$ cat src/design/u8lex_pkg.sv
package u8lex_pkg;

  localparam logic KIND_BYTE = 1'b0;
  localparam logic KIND_END  = 1'b1;

  localparam logic [7:0] CH_TAB    = 8'h09;
  localparam logic [7:0] CH_LF     = 8'h0A;
  localparam logic [7:0] CH_CR     = 8'h0D;
  localparam logic [7:0] CH_SPACE  = 8'h20;
  localparam logic [7:0] CH_HASH   = 8'h23;
  localparam logic [7:0] CH_ZERO   = 8'h30;
  localparam logic [7:0] CH_NINE   = 8'h39;
  localparam logic [7:0] CH_UP_A   = 8'h41;
  localparam logic [7:0] CH_UP_F   = 8'h46;
  localparam logic [7:0] CH_UP_Z   = 8'h5A;
  localparam logic [7:0] CH_USCORE = 8'h5F;
  localparam logic [7:0] CH_LO_A   = 8'h61;
  localparam logic [7:0] CH_LO_F   = 8'h66;
  localparam logic [7:0] CH_LO_Z   = 8'h7A;

  localparam logic [7:0] CONT_MASK  = 8'hC0;
  localparam logic [7:0] CONT_MATCH = 8'h80;

  localparam logic [31:0] START_MIN = 32'h0000_00C0;
  localparam logic [31:0] PART_MIN  = 32'h0000_0080;

  localparam logic [2:0] COUNT_MAX = 3'd6;

  typedef struct packed {
    logic [31:0] code_point;
    logic [31:0] start_offset;
    logic [31:0] line_number;
    logic [2:0]  byte_count;
    logic        is_whitespace;
    logic        is_comment;
    logic        is_digit;
    logic        is_hex;
    logic        ident_start;
    logic        ident_part;
    logic        is_last;
  } res_t;

  typedef struct packed {
    logic pending;
    logic in_comment;
  } status_t;

  // Offset removed from the shifted sum for a sequence of n bytes.
  function automatic logic [31:0] len_offset(input logic [2:0] n);
    logic [31:0] off;
    case (n)
      3'd2:    off = 32'h0000_3080;
      3'd3:    off = 32'h000E_2080;
      3'd4:    off = 32'h03C8_2080;
      3'd5:    off = 32'hFA08_2080;
      3'd6:    off = 32'h8208_2080;
      default: off = 32'h0000_0000;
    endcase
    return off;
  endfunction

endpackage

$ cat src/design/u8lex_decode.sv
module u8lex_decode #(
  parameter int OFFSET_BITS = 32
) (
  input  logic                 clk,
  input  logic                 rst_n,
  input  logic [15:0]          first_line,
  input  logic                 step,
  input  logic                 kind,
  input  logic [7:0]           byte_in,
  output logic                 emit,
  output u8lex_pkg::res_t      res,
  output u8lex_pkg::status_t   status
);
  import u8lex_pkg::*;

  logic [31:0]            acc_r, acc_nxt;
  logic [2:0]             pcount_r, pcount_nxt;
  logic [7:0]             lead_r, lead_nxt;
  logic [OFFSET_BITS-1:0] poff_r, poff_nxt;
  logic [OFFSET_BITS-1:0] boff_r, boff_nxt;
  logic [31:0]            line_r, line_nxt;
  logic                   incom_r, incom_nxt;

  logic        pending;
  logic        is_cont;
  logic [2:0]  n;
  logic [31:0] cp;
  logic        letter;
  logic        digit;
  logic        com;
  logic        ws;
  logic        incom_after;

  assign pending = (pcount_r != 3'd0);
  assign is_cont = ((byte_in & CONT_MASK) == CONT_MATCH);
  assign n       = pending ? pcount_r : 3'd1;
  assign cp      = acc_r - len_offset(n);

  always_comb begin
    letter = ((cp >= {24'd0, CH_LO_A}) && (cp <= {24'd0, CH_LO_Z})) ||
             ((cp >= {24'd0, CH_UP_A}) && (cp <= {24'd0, CH_UP_Z}));
    digit  = (lead_r >= CH_ZERO) && (lead_r <= CH_NINE);
    if (incom_r) begin
      com         = 1'b1;
      ws          = 1'b0;
      incom_after = (lead_r != CH_LF);
    end else if (lead_r == CH_HASH) begin
      com         = 1'b1;
      ws          = 1'b0;
      incom_after = 1'b1;
    end else begin
      com         = 1'b0;
      ws          = (lead_r == CH_SPACE) || (lead_r == CH_TAB) ||
                    (lead_r == CH_CR) || (lead_r == CH_LF);
      incom_after = 1'b0;
    end
  end

  always_comb begin
    res.code_point    = cp;
    res.start_offset  = 32'(poff_r);
    res.line_number   = line_r;
    res.byte_count    = n;
    res.is_whitespace = ws;
    res.is_comment    = com;
    res.is_digit      = digit;
    res.is_hex        = digit || ((lead_r >= CH_LO_A) && (lead_r <= CH_LO_F)) ||
                        ((lead_r >= CH_UP_A) && (lead_r <= CH_UP_F));
    res.ident_start   = letter || (cp == {24'd0, CH_USCORE}) || (cp >= START_MIN);
    res.ident_part    = letter || (cp == {24'd0, CH_USCORE}) ||
                        ((cp >= {24'd0, CH_ZERO}) && (cp <= {24'd0, CH_NINE})) ||
                        (cp >= PART_MIN);
    res.is_last       = (kind == KIND_END);
  end

  assign status.pending    = pending;
  assign status.in_comment = incom_r;

  always_comb begin
    acc_nxt    = acc_r;
    pcount_nxt = pcount_r;
    lead_nxt   = lead_r;
    poff_nxt   = poff_r;
    boff_nxt   = boff_r;
    line_nxt   = line_r;
    incom_nxt  = incom_r;
    emit       = 1'b0;
    if (kind == KIND_END) begin
      emit       = pending;
      acc_nxt    = 32'd0;
      pcount_nxt = 3'd0;
      lead_nxt   = 8'd0;
      poff_nxt   = '0;
      boff_nxt   = '0;
      line_nxt   = {16'd0, first_line};
      incom_nxt  = 1'b0;
    end else begin
      boff_nxt = boff_r + {{(OFFSET_BITS-1){1'b0}}, 1'b1};
      if (pending && is_cont) begin
        acc_nxt = {acc_r[25:0], 6'd0} + {24'd0, byte_in};
        if (pcount_r < COUNT_MAX) begin
          pcount_nxt = pcount_r + 3'd1;
        end
      end else begin
        emit = pending;
        if (pending) begin
          incom_nxt = incom_after;
          if (lead_r == CH_LF) begin
            line_nxt = line_r + 32'd1;
          end
        end
        acc_nxt    = {24'd0, byte_in};
        pcount_nxt = 3'd1;
        lead_nxt   = byte_in;
        poff_nxt   = boff_r;
      end
    end
  end

  always_ff @(posedge clk) begin
    if (!rst_n) begin
      acc_r    <= 32'd0;
      pcount_r <= 3'd0;
      lead_r   <= 8'd0;
      poff_r   <= '0;
      boff_r   <= '0;
      line_r   <= 32'd1;
      incom_r  <= 1'b0;
    end else if (step) begin
      acc_r    <= acc_nxt;
      pcount_r <= pcount_nxt;
      lead_r   <= lead_nxt;
      poff_r   <= poff_nxt;
      boff_r   <= boff_nxt;
      line_r   <= line_nxt;
      incom_r  <= incom_nxt;
    end
  end

endmodule

$ cat src/design/utf8_lexer_char_scanner.sv
// UTF-8 character scanner for a lexer front end.
// Input channel: one transfer per source byte (in_kind = 0) or an end-of-source
// marker (in_kind = 1) that flushes the pending character and restarts offset,
// line and comment tracking. in_byte_req is ignored for the end marker.
// Result channel: one transfer per completed character with its code point,
// start offset, line, byte count and lexer classes; out_is_last marks a result
// produced by the end marker.
// A character completes when the next non-continuation byte or the end marker
// arrives. The decode logic sits between the input register and the result
// register, so a result is loaded when the item that completes its character
// advances out of the input register; it transfers out from there.
// Throughput is one input byte per cycle unless out_stall holds a result; the
// decode step is a single shift-add plus a subtract and range compares.
// cfg_wr_en/cfg_wr_data set the first line number, used at the next end of
// source. Synchronous reset clears both pipeline registers, drops all
// pending state and restores the first line to 1. in_stall is high in reset.
// When out_stall holds a result, the input register still drains items that
// produce no result; an item that would produce one waits, and in_stall rises
// once the input register is also occupied.
module utf8_lexer_char_scanner #(
  parameter int OFFSET_BITS = 32
) (
  input  logic        clk,
  input  logic        rst_n,
  input  logic        cfg_wr_en,
  input  logic [15:0] cfg_wr_data,
  input  logic        in_valid,
  output logic        in_stall,
  input  logic        in_kind,
  input  logic [7:0]  in_byte_req,
  output logic        out_valid,
  input  logic        out_stall,
  output logic [31:0] out_code_point,
  output logic [31:0] out_start_offset,
  output logic [31:0] out_line_number,
  output logic [2:0]  out_byte_count,
  output logic        out_is_whitespace,
  output logic        out_is_comment,
  output logic        out_is_digit,
  output logic        out_is_hex,
  output logic        out_ident_start,
  output logic        out_ident_part,
  output logic        out_is_last
);
  import u8lex_pkg::*;

  logic [15:0] first_line_r;
  logic        a_valid_r, a_valid_nxt;
  logic        a_kind_r;
  logic [7:0]  a_byte_r;
  logic        out_valid_r, out_valid_nxt;
  res_t        out_r;
  res_t        dec_res;
  status_t     dec_status;
  logic        dec_emit;
  logic        in_take;
  logic        advance;
  logic        out_free;

  assign out_free = !out_valid_r || !out_stall;
  assign advance  = a_valid_r && (out_free || !dec_emit);
  assign in_stall = !rst_n || (a_valid_r && !advance);
  assign in_take  = in_valid && !in_stall;

  u8lex_decode #(
    .OFFSET_BITS(OFFSET_BITS)
  ) u_decode (
    .clk        (clk),
    .rst_n      (rst_n),
    .first_line (first_line_r),
    .step       (advance),
    .kind       (a_kind_r),
    .byte_in    (a_byte_r),
    .emit       (dec_emit),
    .res        (dec_res),
    .status     (dec_status)
  );

  always_ff @(posedge clk) begin
    if (!rst_n) begin
      first_line_r <= 16'd1;
    end else if (cfg_wr_en) begin
      first_line_r <= cfg_wr_data;
    end
  end

  always_comb begin
    a_valid_nxt = a_valid_r;
    if (in_take) begin
      a_valid_nxt = 1'b1;
    end else if (advance) begin
      a_valid_nxt = 1'b0;
    end
  end

  always_comb begin
    out_valid_nxt = out_valid_r;
    if (advance && dec_emit) begin
      out_valid_nxt = 1'b1;
    end else if (out_valid_r && !out_stall) begin
      out_valid_nxt = 1'b0;
    end
  end

  always_ff @(posedge clk) begin
    if (!rst_n) begin
      a_valid_r   <= 1'b0;
      out_valid_r <= 1'b0;
    end else begin
      a_valid_r   <= a_valid_nxt;
      out_valid_r <= out_valid_nxt;
    end
  end

  always_ff @(posedge clk) begin
    if (in_take) begin
      a_kind_r <= in_kind;
      a_byte_r <= in_byte_req;
    end
    if (advance && dec_emit) begin
      out_r <= dec_res;
    end
  end

  assign out_valid         = out_valid_r;
  assign out_code_point    = out_r.code_point;
  assign out_start_offset  = out_r.start_offset;
  assign out_line_number   = out_r.line_number;
  assign out_byte_count    = out_r.byte_count;
  assign out_is_whitespace = out_r.is_whitespace;
  assign out_is_comment    = out_r.is_comment;
  assign out_is_digit      = out_r.is_digit;
  assign out_is_hex        = out_r.is_hex;
  assign out_ident_start   = out_r.ident_start;
  assign out_ident_part    = out_r.ident_part;
  assign out_is_last       = out_r.is_last;

  // The end marker always leaves nothing pending and the comment flag clear.
  a_end_clears: assert property (@(posedge clk) disable iff (!rst_n)
    advance && (a_kind_r == KIND_END) |=> !dec_status.pending && !dec_status.in_comment)
    else $error("end of source did not restart the decoder");

  // A taken result with nothing new behind it empties the result register.
  a_out_drain: assert property (@(posedge clk) disable iff (!rst_n)
    out_valid_r && !out_stall && !(advance && dec_emit) |=> !out_valid_r)
    else $error("result register did not drain");

  // With an empty result register the input side never stalls.
  a_no_false_stall: assert property (@(posedge clk) disable iff (!rst_n)
    !out_valid_r |-> !in_stall)
    else $error("input stalled while the result register was free");

  // A result only ever comes from a character that was pending.
  a_emit_pending: assert property (@(posedge clk) disable iff (!rst_n)
    advance && dec_emit |=> out_valid_r && $past(dec_status.pending))
    else $error("result produced without a pending character");

endmodule
$ cat config.mk
export PLATFORM = sky130hd
export DESIGN_NAME = utf8_lexer_char_scanner
export DESIGN_NICKNAME = d
export VERILOG_FILES = /design/src/design/u8lex_pkg.sv /design/src/design/u8lex_decode.sv /design/src/design/utf8_lexer_char_scanner.sv
export SDC_FILE = /design/constraint.sdc
export NUM_CORES = 1
export LEC_CHECK = 0
export BUFFER_PORTS_ARGS = -buffer_cell sky130_fd_sc_hd__buf_2
export CAP_MARGIN = 30
export CORE_MARGIN = 2
export CORE_UTILIZATION = 51
export DETAILED_ROUTE_END_ITERATION = 10
export PLACE_DENSITY_LB_ADDON = 0.08
export REMOVE_ABC_BUFFERS = 1
export SLEW_MARGIN = 20
export SYNTH_ARGS = -nofsm -noshare
export SYNTH_HDL_FRONTEND = slang
export SYNTH_SLANG_ARGS = --single-unit
export TNS_END_PERCENT = 100
$ cat constraint.sdc
create_clock -name clk -period 13.05 [get_ports clk]
set_input_delay 2.61 -clock clk [delete_from_list [all_inputs] [get_ports clk]]
set_output_delay 2.61 -clock clk [all_outputs]
set_load 0.02 [all_outputs]
After elaboration in Yosys (flattened, before gate mapping)
Cells that the tools add are included.
Widths: inputs -> output; s select.
{ "op_classes": {"order_cmp": 15, "addsub": 5, "n_eq_ne": 15, "n_reduce_logical": 41, "mux": 27} }
{ "ops": {"columns": ["operator", "count"], "rows": [
  ["$mux 32", 9],
  ["$pmux 32 s5", 1],
  ["$add 32x1->32 const B", 2],
  ["$ge 32x7->1 const B", 2],
  ["$ge 32x8->1 const B", 2],
  ["$le 32x7->1 const B", 2],
  ["$add 32x8->32", 1],
  ["$eq 32x7->1 const B", 1],
  ["$ge 32x6->1 const B", 1],
  ["$le 32x6->1 const B", 1],
  ["$sub 32x32->32", 1],
  ["$eq 8x4->1 const B", 3],
  ["$eq 8x6->1 const B", 2],
  ["$ge 8x7->1 const B", 2],
  ["$le 8x7->1 const B", 2],
  ["$mux 8", 2],
  ["$logic_or 1x1->1", 13],
  ["$logic_and 1x1->1", 12],
  ["$mux 3", 4],
  ["$mux 1", 11],
  ["$eq 3x3->1 const B", 3],
  ["$ge 8x6->1 const B", 1],
  ["$le 8x6->1 const B", 1],
  ["$ne 8x4->1 const B", 1],
  ["13 further kinds", 23]
]} }
{ "totals": {"elab_cells": 126, "output_inout_bits": 108, "register_bits": 273} }

Depth between registers and ports, before layout
Gate-level depths: netlist of run 1.
{ "depth": {"ltp_word": 13, "mapped_depth": 16, "depth_no_buf": 14} }

Modules after synthesis
From an unflattened synthesis of run 1, not the netlist that was laid out.
{ "hier_totals": {"hier_cells": 1130, "area_unflattened_um2": 11997.8} }
{ "modules_own_cells": {"columns": ["mod", "n_inst", "cells_per_inst", "area_each_um2"], "rows": [
  ["u8lex_decode", 1, 950, 7830.0],
  ["utf8_lexer_char_scanner", 1, 180, 4167.7]
]} }

Worst setup path after synthesis of run 1
OpenSTA, ideal clock, no wires.
{ "synth_path": {"path_kind": "input-to-reg", "from": "input out_stall", "to": "register out_r, in the netlist out_byte_count[0], enable pin", "slack_ns": 1.892, "required_time_ns": 12.349, "path_buffers": 2, "setup_ns": 0.701, "cell_stages": 5, "t_arrival_ns": 10.457, "cell_sequence": "nand2_1 > o31ai_1 > clkbuf_1 > buf_1 > nor3_1"} }
{ "synth_between": {"elab_chain_cells": 5} }
{ "synth_lines": {"columns": ["element", "line", "text"], "rows": [
  ["start: declaration", "utf8_lexer_char_scanner.sv:32", "input logic out_stall,"],
  ["$logic_not 1->1", "utf8_lexer_char_scanner.sv:60", "assign out_free = !out_valid_r || !out_stall;"],
  ["$logic_or 1x1->1", "utf8_lexer_char_scanner.sv:60", null],
  ["$logic_or 1x1->1", "utf8_lexer_char_scanner.sv:61", "assign advance = a_valid_r && (out_free || !dec_emit);"],
  ["$logic_and 1x1->1", "utf8_lexer_char_scanner.sv:61", null],
  ["$logic_and 1x1->1", "utf8_lexer_char_scanner.sv:120", "if (advance && dec_emit) begin"],
  ["end signal: assignment", "utf8_lexer_char_scanner.sv:121", "out_r <= dec_res;"],
  ["end: declaration", "utf8_lexer_char_scanner.sv:52", "res_t out_r;"]
]} }
Every way passes these cells.
A chain may end at the register's enable or synchronous reset.

Worst setup path after layout of run 1
{ "layout_path": {"from": "input rst_n", "to": "output in_stall"} }
{ "layout_between": {"elab_chain_cells": 2} }
{ "layout_lines": {"columns": ["element", "line", "text"], "rows": [
  ["start: declaration", "utf8_lexer_char_scanner.sv:24", "input logic rst_n,"],
  ["$logic_not 1->1", null, null],
  ["$logic_or 1x1->1", "utf8_lexer_char_scanner.sv:62", "assign in_stall = !rst_n || (a_valid_r && !advance);"],
  ["end: declaration", "utf8_lexer_char_scanner.sv:28", "output logic in_stall,"]
]} }
Every way passes these cells.

==> results.json, run 1 <==
{
  "fillers": 2070,
  "relSlewSlack_pct": 39.8,
  "finalSetupViolCount": 0,
  "fp.dieH_um": 159,
  "cts_resized": 0,
  "p_sw_uw": 381,
  "synth_area_per_cell_um2": 10.1,
  "finalWorstSetupSlack_ns": 7.06,
  "swShare_pct": 21.5,
  "grtUsageTotal_pct": 20.7,
  "setup_tns_ns": 0,
  "leakage_nw": 5.14,
  "holdBufCountCts": 0,
  "worstMarginPinSlew_ns": 0.888,
  "portBuffers": 137,
  "p_int_mw": 1.39,
  "ios": 138,
  "avgRoutedWirePerCell_um": 16.0,
  "yosys_warnings": 0,
  "power_frac_seq_pct": 51.2,
  "grt_pass1_vias": 8523,
  "cp_max_fo": 34,
  "run_status": "finished, final reports clean",
  "fin_crit_ns": 5.99,
  "fin_nets": 1369,
  "synth_area_mm2": 0.0122,
  "rsz0062_at_grt": "no",
  "place_ws_ns": 7.04,
  "max_freq_mhz": 167,
  "cp-startpoint": "rst_n",
  "worstPathRequired_ns": 10.44,
  "ant_nets": 0,
  "startpoint_type": "input pin",
  "cts_setup_buffers": 0,
  "p_per_area_mw_per_mm2": 125,
  "crit_end": "in_stall",
  "clk_latency_ns": 0.54,
  "r2r-start": "u_decode.pcount_r[0]",
  "cap_violations": 0,
  "min_period_over_period_pct": 45.9,
  "cts_num_sinks": 273,
  "gp_congestion": 0.841,
  "cts_htree_levels": 1,
  "ff2ff_setup_slack_ns": 8.55,
  "ys_ff_latch": 273,
  "finalHoldViolations": 0,
  "tritoncts": "yes",
  "yosysUniqueCellTypes": 73,
  "placed_area_mm2": 0.0132,
  "r2r_cells": 14,
  "hpwl_um": 17800,
  "layout-drive-gt1-share_pct": 16.7,
  "start_util_pct": 52.0,
  "timing.rr.end": "out_ident_start",
  "dr.first_iter.drc_count": 574,
  "dieArea_mm2": 0.0253,
  "fp.dieW_um": 159,
  "rows": 56,
  "coreArea_mm2": 0.0235,
  "critical_path_class": "in -> out",
  "syn2layout_area_growth_pct": 15.5,
  "drcViolationCount": 0,
  "vias": 8975,
  "cts_buffers": 28,
  "maxSlewViolCount": 0,
  "synth_ff_type": "dfxtp_1",
  "max-vdd-ir-drop_uv": 102,
  "skew_ns": 0.0158,
  "synth_cells": 1208,
  "dr.pass1.iters": 5,
  "cp-end-kind": "output port",
  "synth_edf_count": 115,
  "drt-total-wl_um": 26500,
  "clockRootBuffer": "clkbuf_16",
  "grt-ovfl-total": 0,
  "final_design_area_no_fill_mm2": 0.0141,
  "ys_async_sr_fraction_pct": 0,
  "clock_power_share_pct": 45.1,
  "clk_pin_slew_worst_paths_ns": 0.06,
  "hold_class": "reg -> reg",
  "yosysSeqAreaShare_pct": 54.0,
  "clock_path_buffers": 3,
  "vias_per_cell": 5.41,
  "grt_pass1_wl_um": 43500,
  "grt_max_degree": 76,
  "antenna_found_initial": 4,
  "hold_ws_ns": 0.430,
  "combinationalPowerShare_pct": 3.7,
  "arrival_ns": 3.38
}
-- power by group through the flow --
stage	registers, mW	logic, mW	clock network, mW
floorplan	0.929	0.0319	0
global placement	0.924	0.0646	0
detailed placement	0.924	0.0654	0
CTS	0.906	0.0658	0.813
global route	0.907	0.0722	0.850
finish	0.906	0.0648	0.799
-- flip-flops by register name, indices dropped and copies added, names as in the netlist, 3 cells and up --
signal	cells
a_byte_r	8
first_line_r	16
out_byte_count	3
out_code_point	32
out_line_number	32
out_start_offset	32
u_decode.acc_r	32
u_decode.boff_r	32
u_decode.lead_r	8
u_decode.line_r	32
u_decode.pcount_r	3
u_decode.poff_r	32
-- per-stage QoR --
step / cells / total power [mW] / util, %
3_3_place_gp: 1605 / 0.989 / 56.0
3_5_place_dp: 1606 / 0.990 / 56.0
5_1_grt: 1658 / 1.83 / 60.0
4_1_cts: 1658 / 1.79 / 60.0
2_1_floorplan: 1137 / 0.961 / -
6_report: 1660 / 1.77 / 60.1
-- cell usage after synthesis (5+ instances only) --
| master | count | area, µm² |
|---|---|---|
| a21boi_0 | 35 | 263 |
| a21o_1 | 6 | 45.0 |
| a21oi_1 | 57 | 285 |
| a22oi_1 | 20 | 150 |
| a31oi_1 | 6 | 37.5 |
| and2_1 | 18 | 113 |
| and3_1 | 32 | 200 |
| clkbuf_1 | 63 | 236 |
| dfxtp_1 | 158 | 3160 |
| edfxtp_1 | 115 | 3450 |
| ha_1 | 21 | 263 |
| inv_1 | 37 | 139 |
| mux2i_1 | 21 | 210 |
| nand2_1 | 120 | 450 |
| nand3_1 | 49 | 245 |
| nand4_1 | 24 | 150 |
| nand4b_1 | 5 | 43.8 |
| nor2_1 | 88 | 330 |
| nor2b_1 | 57 | 357 |
| nor3_1 | 32 | 160 |
| nor3b_1 | 5 | 37.5 |
| nor4_1 | 12 | 75.1 |
| o211ai_1 | 5 | 37.5 |
| o21ai_0 | 42 | 210 |
| or3_1 | 11 | 68.8 |
| xnor2_1 | 50 | 438 |
| xor2_1 | 34 | 298 |
-- final cells by class --
type                            instances  area, µm²  share of cell area, %
Sequential cell                       273       6620                   46.8
Timing Repair Buffer                  150        783                   5.54
Inverter                               37        139                  0.982
Tap cell                              319        399                   2.82
Antenna cell                            2       5.00                 0.0354
Multi-Input combinational cell        827       5260                   37.2
Clock buffer                           34        786                   5.56
Clock inverter                         18        153                   1.08
-- critical path: stages --
cell and delay [ns]:
buf_2 0.43, nand2_1 0.13, buf_2 0.19
-- layer usage --
layer	share of wire [%]	vias to the layer above	track usage (%)	routed length (µm)
met3	5.6	42	3.96	1470
met5	0.13	-	0	34
met2	44	212	32.6	11500
li1	-	4522	-	-
met1	49	4193	29.6	12900
met4	2.2	6	5.25	575
-- cells by family (layout without fill, tap and decap cells) --
family / count (synthesis) / after routing / synth area share [%]
AO/OA/AOI/OAI: 213 / 213 / 11.4
XOR/XNOR: 85 / 85 / 6.14
AND/OR/NAND/NOR: 484 / 484 / 20.8
buffers and inverters: 108 / 239 / 3.40
adder cells (fa/ha/maj): 22 / 22 / 2.31
other: 0 / 2 / 0
multiplexers: 23 / 23 / 1.90
flip-flops: 273 / 273 / 54.0
-- how the worst min path moves through the flow --
stage | startpoint | end | slack, ns | cells past startpoint
floorplan | u_decode.poff_r[0] | out_start_offset[0] | 0.41 | 0
global placement | u_decode.poff_r[4] | out_start_offset[4] | 0.41 | 0
detailed placement | u_decode.poff_r[15] | out_start_offset[15] | 0.41 | 0
CTS | u_decode.poff_r[27] | out_start_offset[27] | 0.43 | 0
global route | u_decode.poff_r[9] | out_start_offset[9] | 0.44 | 0
finish | u_decode.poff_r[5] | out_start_offset[5] | 0.43 | 0
-- cell usage in the layout (no fill, tap or decap), types with 20 or more instances in the layout --
master,netlist,routed
a21boi_0,35,35
a21oi_1,57,57
a22oi_1,20,20
and3_1,32,32
buf_2,2,137
clkbuf_16,0,30
dfxtp_1,158,158
edfxtp_1,115,115
ha_1,21,21
inv_1,37,37
mux2i_1,21,21
nand2_1,120,120
nand3_1,49,49
nand4_1,24,24
nor2_1,88,87
nor2b_1,57,57
nor3_1,32,31
o21ai_0,42,41
xnor2_1,50,50
xor2_1,34,34
Power figures use the tool's default switching activity.
==> run 2, diff against run 1 <==
- clock period: 13.05 -> 5.07 ns (I/O delays scaled with it)
==> results.json, run 2 (synthesized netlist as in run 1, its figures left out) <==
{
  "run_status": "finished, final reports clean",
  "fp.dieW_um": 159,
  "layout-drive-gt1-share_pct": 16.7,
  "grt_pass1_wl_um": 43300,
  "seq_area_mm2": 0.00662,
  "relSlewSlack_pct": 43.0,
  "cts_setup_buffers": 0,
  "cts_resized": 0,
  "layout_common_cells": "dfxtp_1, buf_2, nand2_1",
  "final_common_cell": "dfxtp_1",
  "ios": 138,
  "r2r-start": "u_decode.pcount_r[0]",
  "r2r_cells": 13,
  "multi_input_area_mm2": 0.00526,
  "cap_violations": 0,
  "cp-end-kind": "flop",
  "final_util_pct": 60.6,
  "final_design_area_no_fill_mm2": 0.0143,
  "fin_crit_ns": 4.19,
  "max_freq_mhz": 239,
  "finalHoldViolations": 0,
  "finalWorstSetupSlack_ns": 0.879,
  "fin_nets": 1371,
  "p_per_area_mw_per_mm2": 334,
  "cp-startpoint": "u_decode.pcount_r[0]",
  "grt_pass1_vias": 8326,
  "max-vdd-ir-drop_uv": 248,
  "crit_path_frequent_cell": "ha_1",
  "cp.depth": 13,
  "placed_area_mm2": 0.0132,
  "portBuffers": 137,
  "hold_depth": 0,
  "gp_congestion": 0.861,
  "fp.dieH_um": 159,
  "clock_path_buffers": 3,
  "grt_max_degree": 108,
  "critical_path_class": "reg -> reg",
  "p_total_mw": 4.76,
  "grt-ovfl-total": 0,
  "cts_num_sinks": 273,
  "critPathSlowestCell": "or4_4",
  "syn2layout_area_growth_pct": 16.6,
  "startpoint_type": "flop",
  "slowest_delay_ns": 0.51,
  "worstMarginPinSlew_ns": 0.841,
  "vias": 8991,
  "grtUsageTotal_pct": 20.7,
  "critPathTopFamily": "simple AND/OR/NAND/NOR gates",
  "clk_latency_ns": 0.56,
  "skew_ns": 0.00943,
  "rows": 56,
  "coreArea_mm2": 0.0235,
  "hpwl_um": 18100,
  "dieArea_mm2": 0.0253,
  "hold_class": "reg -> reg",
  "clockRootBuffer": "clkbuf_16",
  "cts_htree_levels": 1,
  "cts_buffers": 29,
  "crit_chain": "inv_1, ha_1, nand2b_1, nand2_1, o21ai_0, ha_1, or4b_4, or4_4, a21oi_1, mux2i_1, nand3b_4, nor4_4, o2111ai_1",
  "drcViolationCount": 0,
  "worstHoldStart": "u_decode.poff_r[3]",
  "ff2ff_setup_slack_ns": 0.88,
  "vias_per_cell": 5.41,
  "antenna_found_initial": 0,
  "start_util_pct": 52.0,
  "avgRoutedWirePerCell_um": 16.2,
  "worstPathRequired_ns": 5.35,
  "leakage_nw": 5.22,
  "finalSetupViolCount": 0,
  "drt-total-wl_um": 26800,
  "fillers": 2065,
  "ant_nets": 0,
  "dr.pass1.iters": 5,
  "maxSlewViolCount": 0,
  "rsz0062_at_grt": "no",
  "min_period_over_period_pct": 82.7,
  "dr.first_iter.drc_count": 532,
  "tritoncts": "yes",
  "place_ws_ns": 0.877,
  "clk_pin_slew_worst_paths_ns": 0.06,
  "cp_max_fo": 9,
  "holdBufCountCts": 0,
  "critPathBufInv": 1,
  "arrival_ns": 4.47
}
==> run 2: final timing paths <==
check,to
setup / recovery,out_ident_start
hold / removal,out_start_offset[3]
setup reg to reg,out_ident_start
hold reg to reg,out_start_offset[3]
==> run 2: worst reg2reg max path, cell delays in order, from the launching register on <==
cell and delay, ns:
dfxtp_1 0.50, inv_1 0.16, ha_1 0.23, nand2b_1 0.12, nand2_1 0.10, o21ai_0 0.30
ha_1 0.26, or4b_4 0.50, or4_4 0.52, a21oi_1 0.37, mux2i_1 0.42, nand3b_4 0.12
nor4_4 0.16, o2111ai_1 0.15
==> run 2: report_power, final <==
| part | switching (mW) | internal (mW) |
|---|---|---|
| registers | 0.0239 | 2.31 |
| logic | 0.110 | 0.0612 |
| clock network | 0.875 | 1.38 |
==> run 2: area by class of cell <==
cell class | instances | share of cell area, %
Sequential cell | 273 | 46.3
Multi-Input combinational cell | 827 | 36.8
Timing Repair Buffer | 151 | 5.81
Inverter | 37 | 0.973
Clock inverter | 16 | 1.56
Clock buffer | 38 | 5.68
Tap cell | 319 | 2.80
Antenna cell | 1 | 0.0175
==> run 2: routing by layer <==
layer | vias up | GRT usage (%) | part of all wire (%)
met4 | 0 | 5.95 | 2.1
met3 | 47 | 3.39 | 5.8
met2 | 232 | 32.5 | 44
met1 | 4199 | 29.9 | 48
li1 | 4513 | - | -
met5 | - | 0 | 0
==> run 2: per-stage QoR <==
stage	hold WS [ns]	TNS (ns)	std cells
floorplan	0.408	-514.00	1137
global placement	0.413	0	1605
detailed placement	0.416	0	1606
CTS	0.431	0	1660
global route	0.439	0	1661
finish	0.429	0	1662
==> run 3, diff against run 2 <==
- ABC_AREA: unset -> 1
- clock period: 5.07 -> 4 ns (I/O delays scaled with it)
==> results.json, run 3 <==
{
  "layout_common_cells": "nand2_1, inv_1, dfxtp_1",
  "synth_ff_type": "dfxtp_1",
  "dp_cells": 2087,
  "tritoncts": "yes",
  "clock_path_buffers": 3,
  "final_common_cell": "nand2_1",
  "synth_area_per_cell_um2": 7.93,
  "drcViolationCount": 0,
  "finalHoldViolations": 0,
  "synth_top_family_by_area": "simple AND/OR/NAND/NOR gates",
  "coreArea_mm2": 0.0253,
  "cts_htree_levels": 1,
  "max-vdd-ir-drop_uv": 345,
  "ant_nets": 0,
  "fp.dieW_um": 164,
  "fillers": 2325,
  "place_ws_ns": -0.121,
  "fin_nets": 1840,
  "p_per_area_mw_per_mm2": 396,
  "synth_common_cells": "nand2_1, inv_1, dfxtp_1",
  "power_frac_seq_pct": 49.8,
  "yosys_warnings": 0,
  "setup_tns_ns": 0,
  "synth_compound_area_share_pct": 12.0,
  "swShare_pct": 23.3,
  "grt_max_degree": 60,
  "dieArea_mm2": 0.0270,
  "synthAdderAreaFrac_pct": 2.15,
  "finalWorstSetupSlack_ns": 0.422,
  "max_freq_mhz": 280,
  "layoutNonFillerInstCount": 2139,
  "synth_area_leader_cell": "edfxtp_1",
  "synthXorXnorAreaFrac_pct": 0.934,
  "ios": 138,
  "worstMarginPinSlew_ns": 0.775,
  "relSlewSlack_pct": 48.2,
  "clock_power_share_pct": 43.5,
  "hold_class": "reg -> reg",
  "fin_crit_ns": 3.58,
  "synth_area_mm2": 0.0131,
  "vias": 11388,
  "layout-drive-gt1-share_pct": 14.1,
  "synth_edf_count": 115,
  "grtUsageTotal_pct": 24.4,
  "clk_latency_ns": 0.55,
  "cp_max_fo": 7,
  "hold_ws_ns": 0.420,
  "dr.pass1.iters": 5,
  "fp.dieH_um": 164,
  "start_util_pct": 52.0,
  "final_util_pct": 60.1,
  "hpwl_um": 24000,
  "avgRoutedWirePerCell_um": 15.3,
  "yosysSeqAreaShare_pct": 50.4,
  "critical_path_class": "reg -> reg",
  "skew_ns": 0.0182,
  "synth_top_area_share_pct": 26.3,
  "cp-end-kind": "flop",
  "ys_async_sr_fraction_pct": 0,
  "worstPathRequired_ns": 4.29,
  "synth_area_leaders": "edfxtp_1, dfxtp_1, nand2_1",
  "yosysUniqueCellTypes": 53,
  "portBuffers": 137,
  "dr.first_iter.drc_count": 679,
  "maxSlewViolCount": 0,
  "p_sw_mw": 1.40,
  "min_period_over_period_pct": 89.4,
  "startpoint_type": "flop",
  "final_design_area_no_fill_mm2": 0.0152,
  "synth_simple_gate_area_share_pct": 27.2,
  "grt_pass1_wl_um": 53600,
  "synthMostInstantiatedCell": "nand2_1",
  "cap_violations": 0,
  "finalSetupViolCount": 0,
  "arrival_ns": 3.87,
  "rows": 58,
  "clockRootBuffer": "clkbuf_16",
  "ys_ff_latch": 273,
  "p_int_mw": 4.61,
  "syn2layout_area_growth_pct": 15.5,
  "leakage_nw": 6.11,
  "run_status": "finished, final reports clean",
  "clk_pin_slew_worst_paths_ns": 0.07,
  "drt-total-wl_um": 32800,
  "grt-ovfl-total": 0,
  "antenna_found_initial": 0,
  "n_antenna_cell": 0,
  "p_total_mw": 6.01,
  "synth.area.mux_share_pct": 0,
  "holdBufCountCts": 0,
  "placed_area_mm2": 0.0142,
  "cts_buffers": 27,
  "cts_num_sinks": 273,
  "synth_cells": 1656,
  "grt_pass1_vias": 10902,
  "combinationalPowerShare_pct": 6.7,
  "gp_congestion": 0.868,
  "vias_per_cell": 5.32
}
==> run 3: worst paths after layout <==
| check | from | end | slack [ns] | depth (start not counted) |
|---|---|---|---|---|
| worst max-delay path | u_decode.pcount_r[1] | out_ident_start | 0.42 | 24 |
| worst min-delay path | u_decode.poff_r[0] | out_start_offset[0] | 0.42 | 0 |
| worst max register to register | u_decode.pcount_r[1] | out_ident_start | 0.42 | 24 |
| worst min register to register | u_decode.poff_r[0] | out_start_offset[0] | 0.42 | 0 |
==> run 3: what timing repair did <==
item / in CTS / in global routing
buffers inserted: 0 / 1
endpoints found under the hold margin: 0 / 0
pin swaps: 0 / 2
setup endpoints to repair: 2 / 2
resized for setup: 2 / 10
==> run 3: cell families (layout without fill, tap and decap cells) <==
| group | after synthesis | after routing |
|---|---|---|
| fa+ha+maj | 22 | 22 |
| buf+inv | 255 | 408 |
| flops | 273 | 273 |
| xor+xnor | 14 | 14 |
| simple gates | 805 | 805 |
| compound gates | 287 | 287 |
==> run 3: power groups by stage <==
stage	sequential [mW]	combinational, mW	clock (mW)
3_5_place_dp	3.05	0.395	0
4_1_cts	2.99	0.399	2.66
2_1_floorplan	3.07	0.236	0
5_1_grt	3.00	0.453	2.76
3_3_place_gp	3.05	0.390	0
6_report	2.99	0.402	2.61
==> run 3: cell type report <==
| class | count | area, µm² | share of cell area (%) |
|---|---|---|---|
| clock buffer | 38 | 807 | 5.32 |
| clock inverter | 12 | 121 | 0.800 |
| inverter | 204 | 768 | 5.07 |
| multi-input combinational | 1128 | 5600 | 36.9 |
| sequential | 273 | 6620 | 43.6 |
| tap | 330 | 413 | 2.72 |
| timing repair buffer | 154 | 838 | 5.53 |
==> run 3: routing by layer <==
metal | vias to the layer above | routed length, µm | global-route usage (%)
li1 | 5823 | - | -
met2 | 260 | 15900 | 43.0
met1 | 5261 | 14900 | 32.2
met3 | 44 | 1410 | 2.74
met5 | - | 0 | 0
met4 | 0 | 611 | 6.05
==> run 3: critical path: stages, from the launching register on <==
cell and delay (ns):
dfxtp_1 0.38, inv_1 0.12, ha_2 0.22, a21oi_2 0.19, nand3_2 0.13, nand2_1 0.08, inv_1 0.06, nand2_1 0.12
ha_4 0.17, ha_1 0.19, nand3_2 0.14, nand2_1 0.12, nand2_1 0.09, nand2_1 0.10, nand2_1 0.09, nand2_1 0.11
nand2_1 0.08, nand2_1 0.07, nand2_1 0.06, nor2_1 0.11, nand2_1 0.11, nor2_4 0.22, nand3_1 0.11, a21oi_1 0.14
nand4_1 0.10
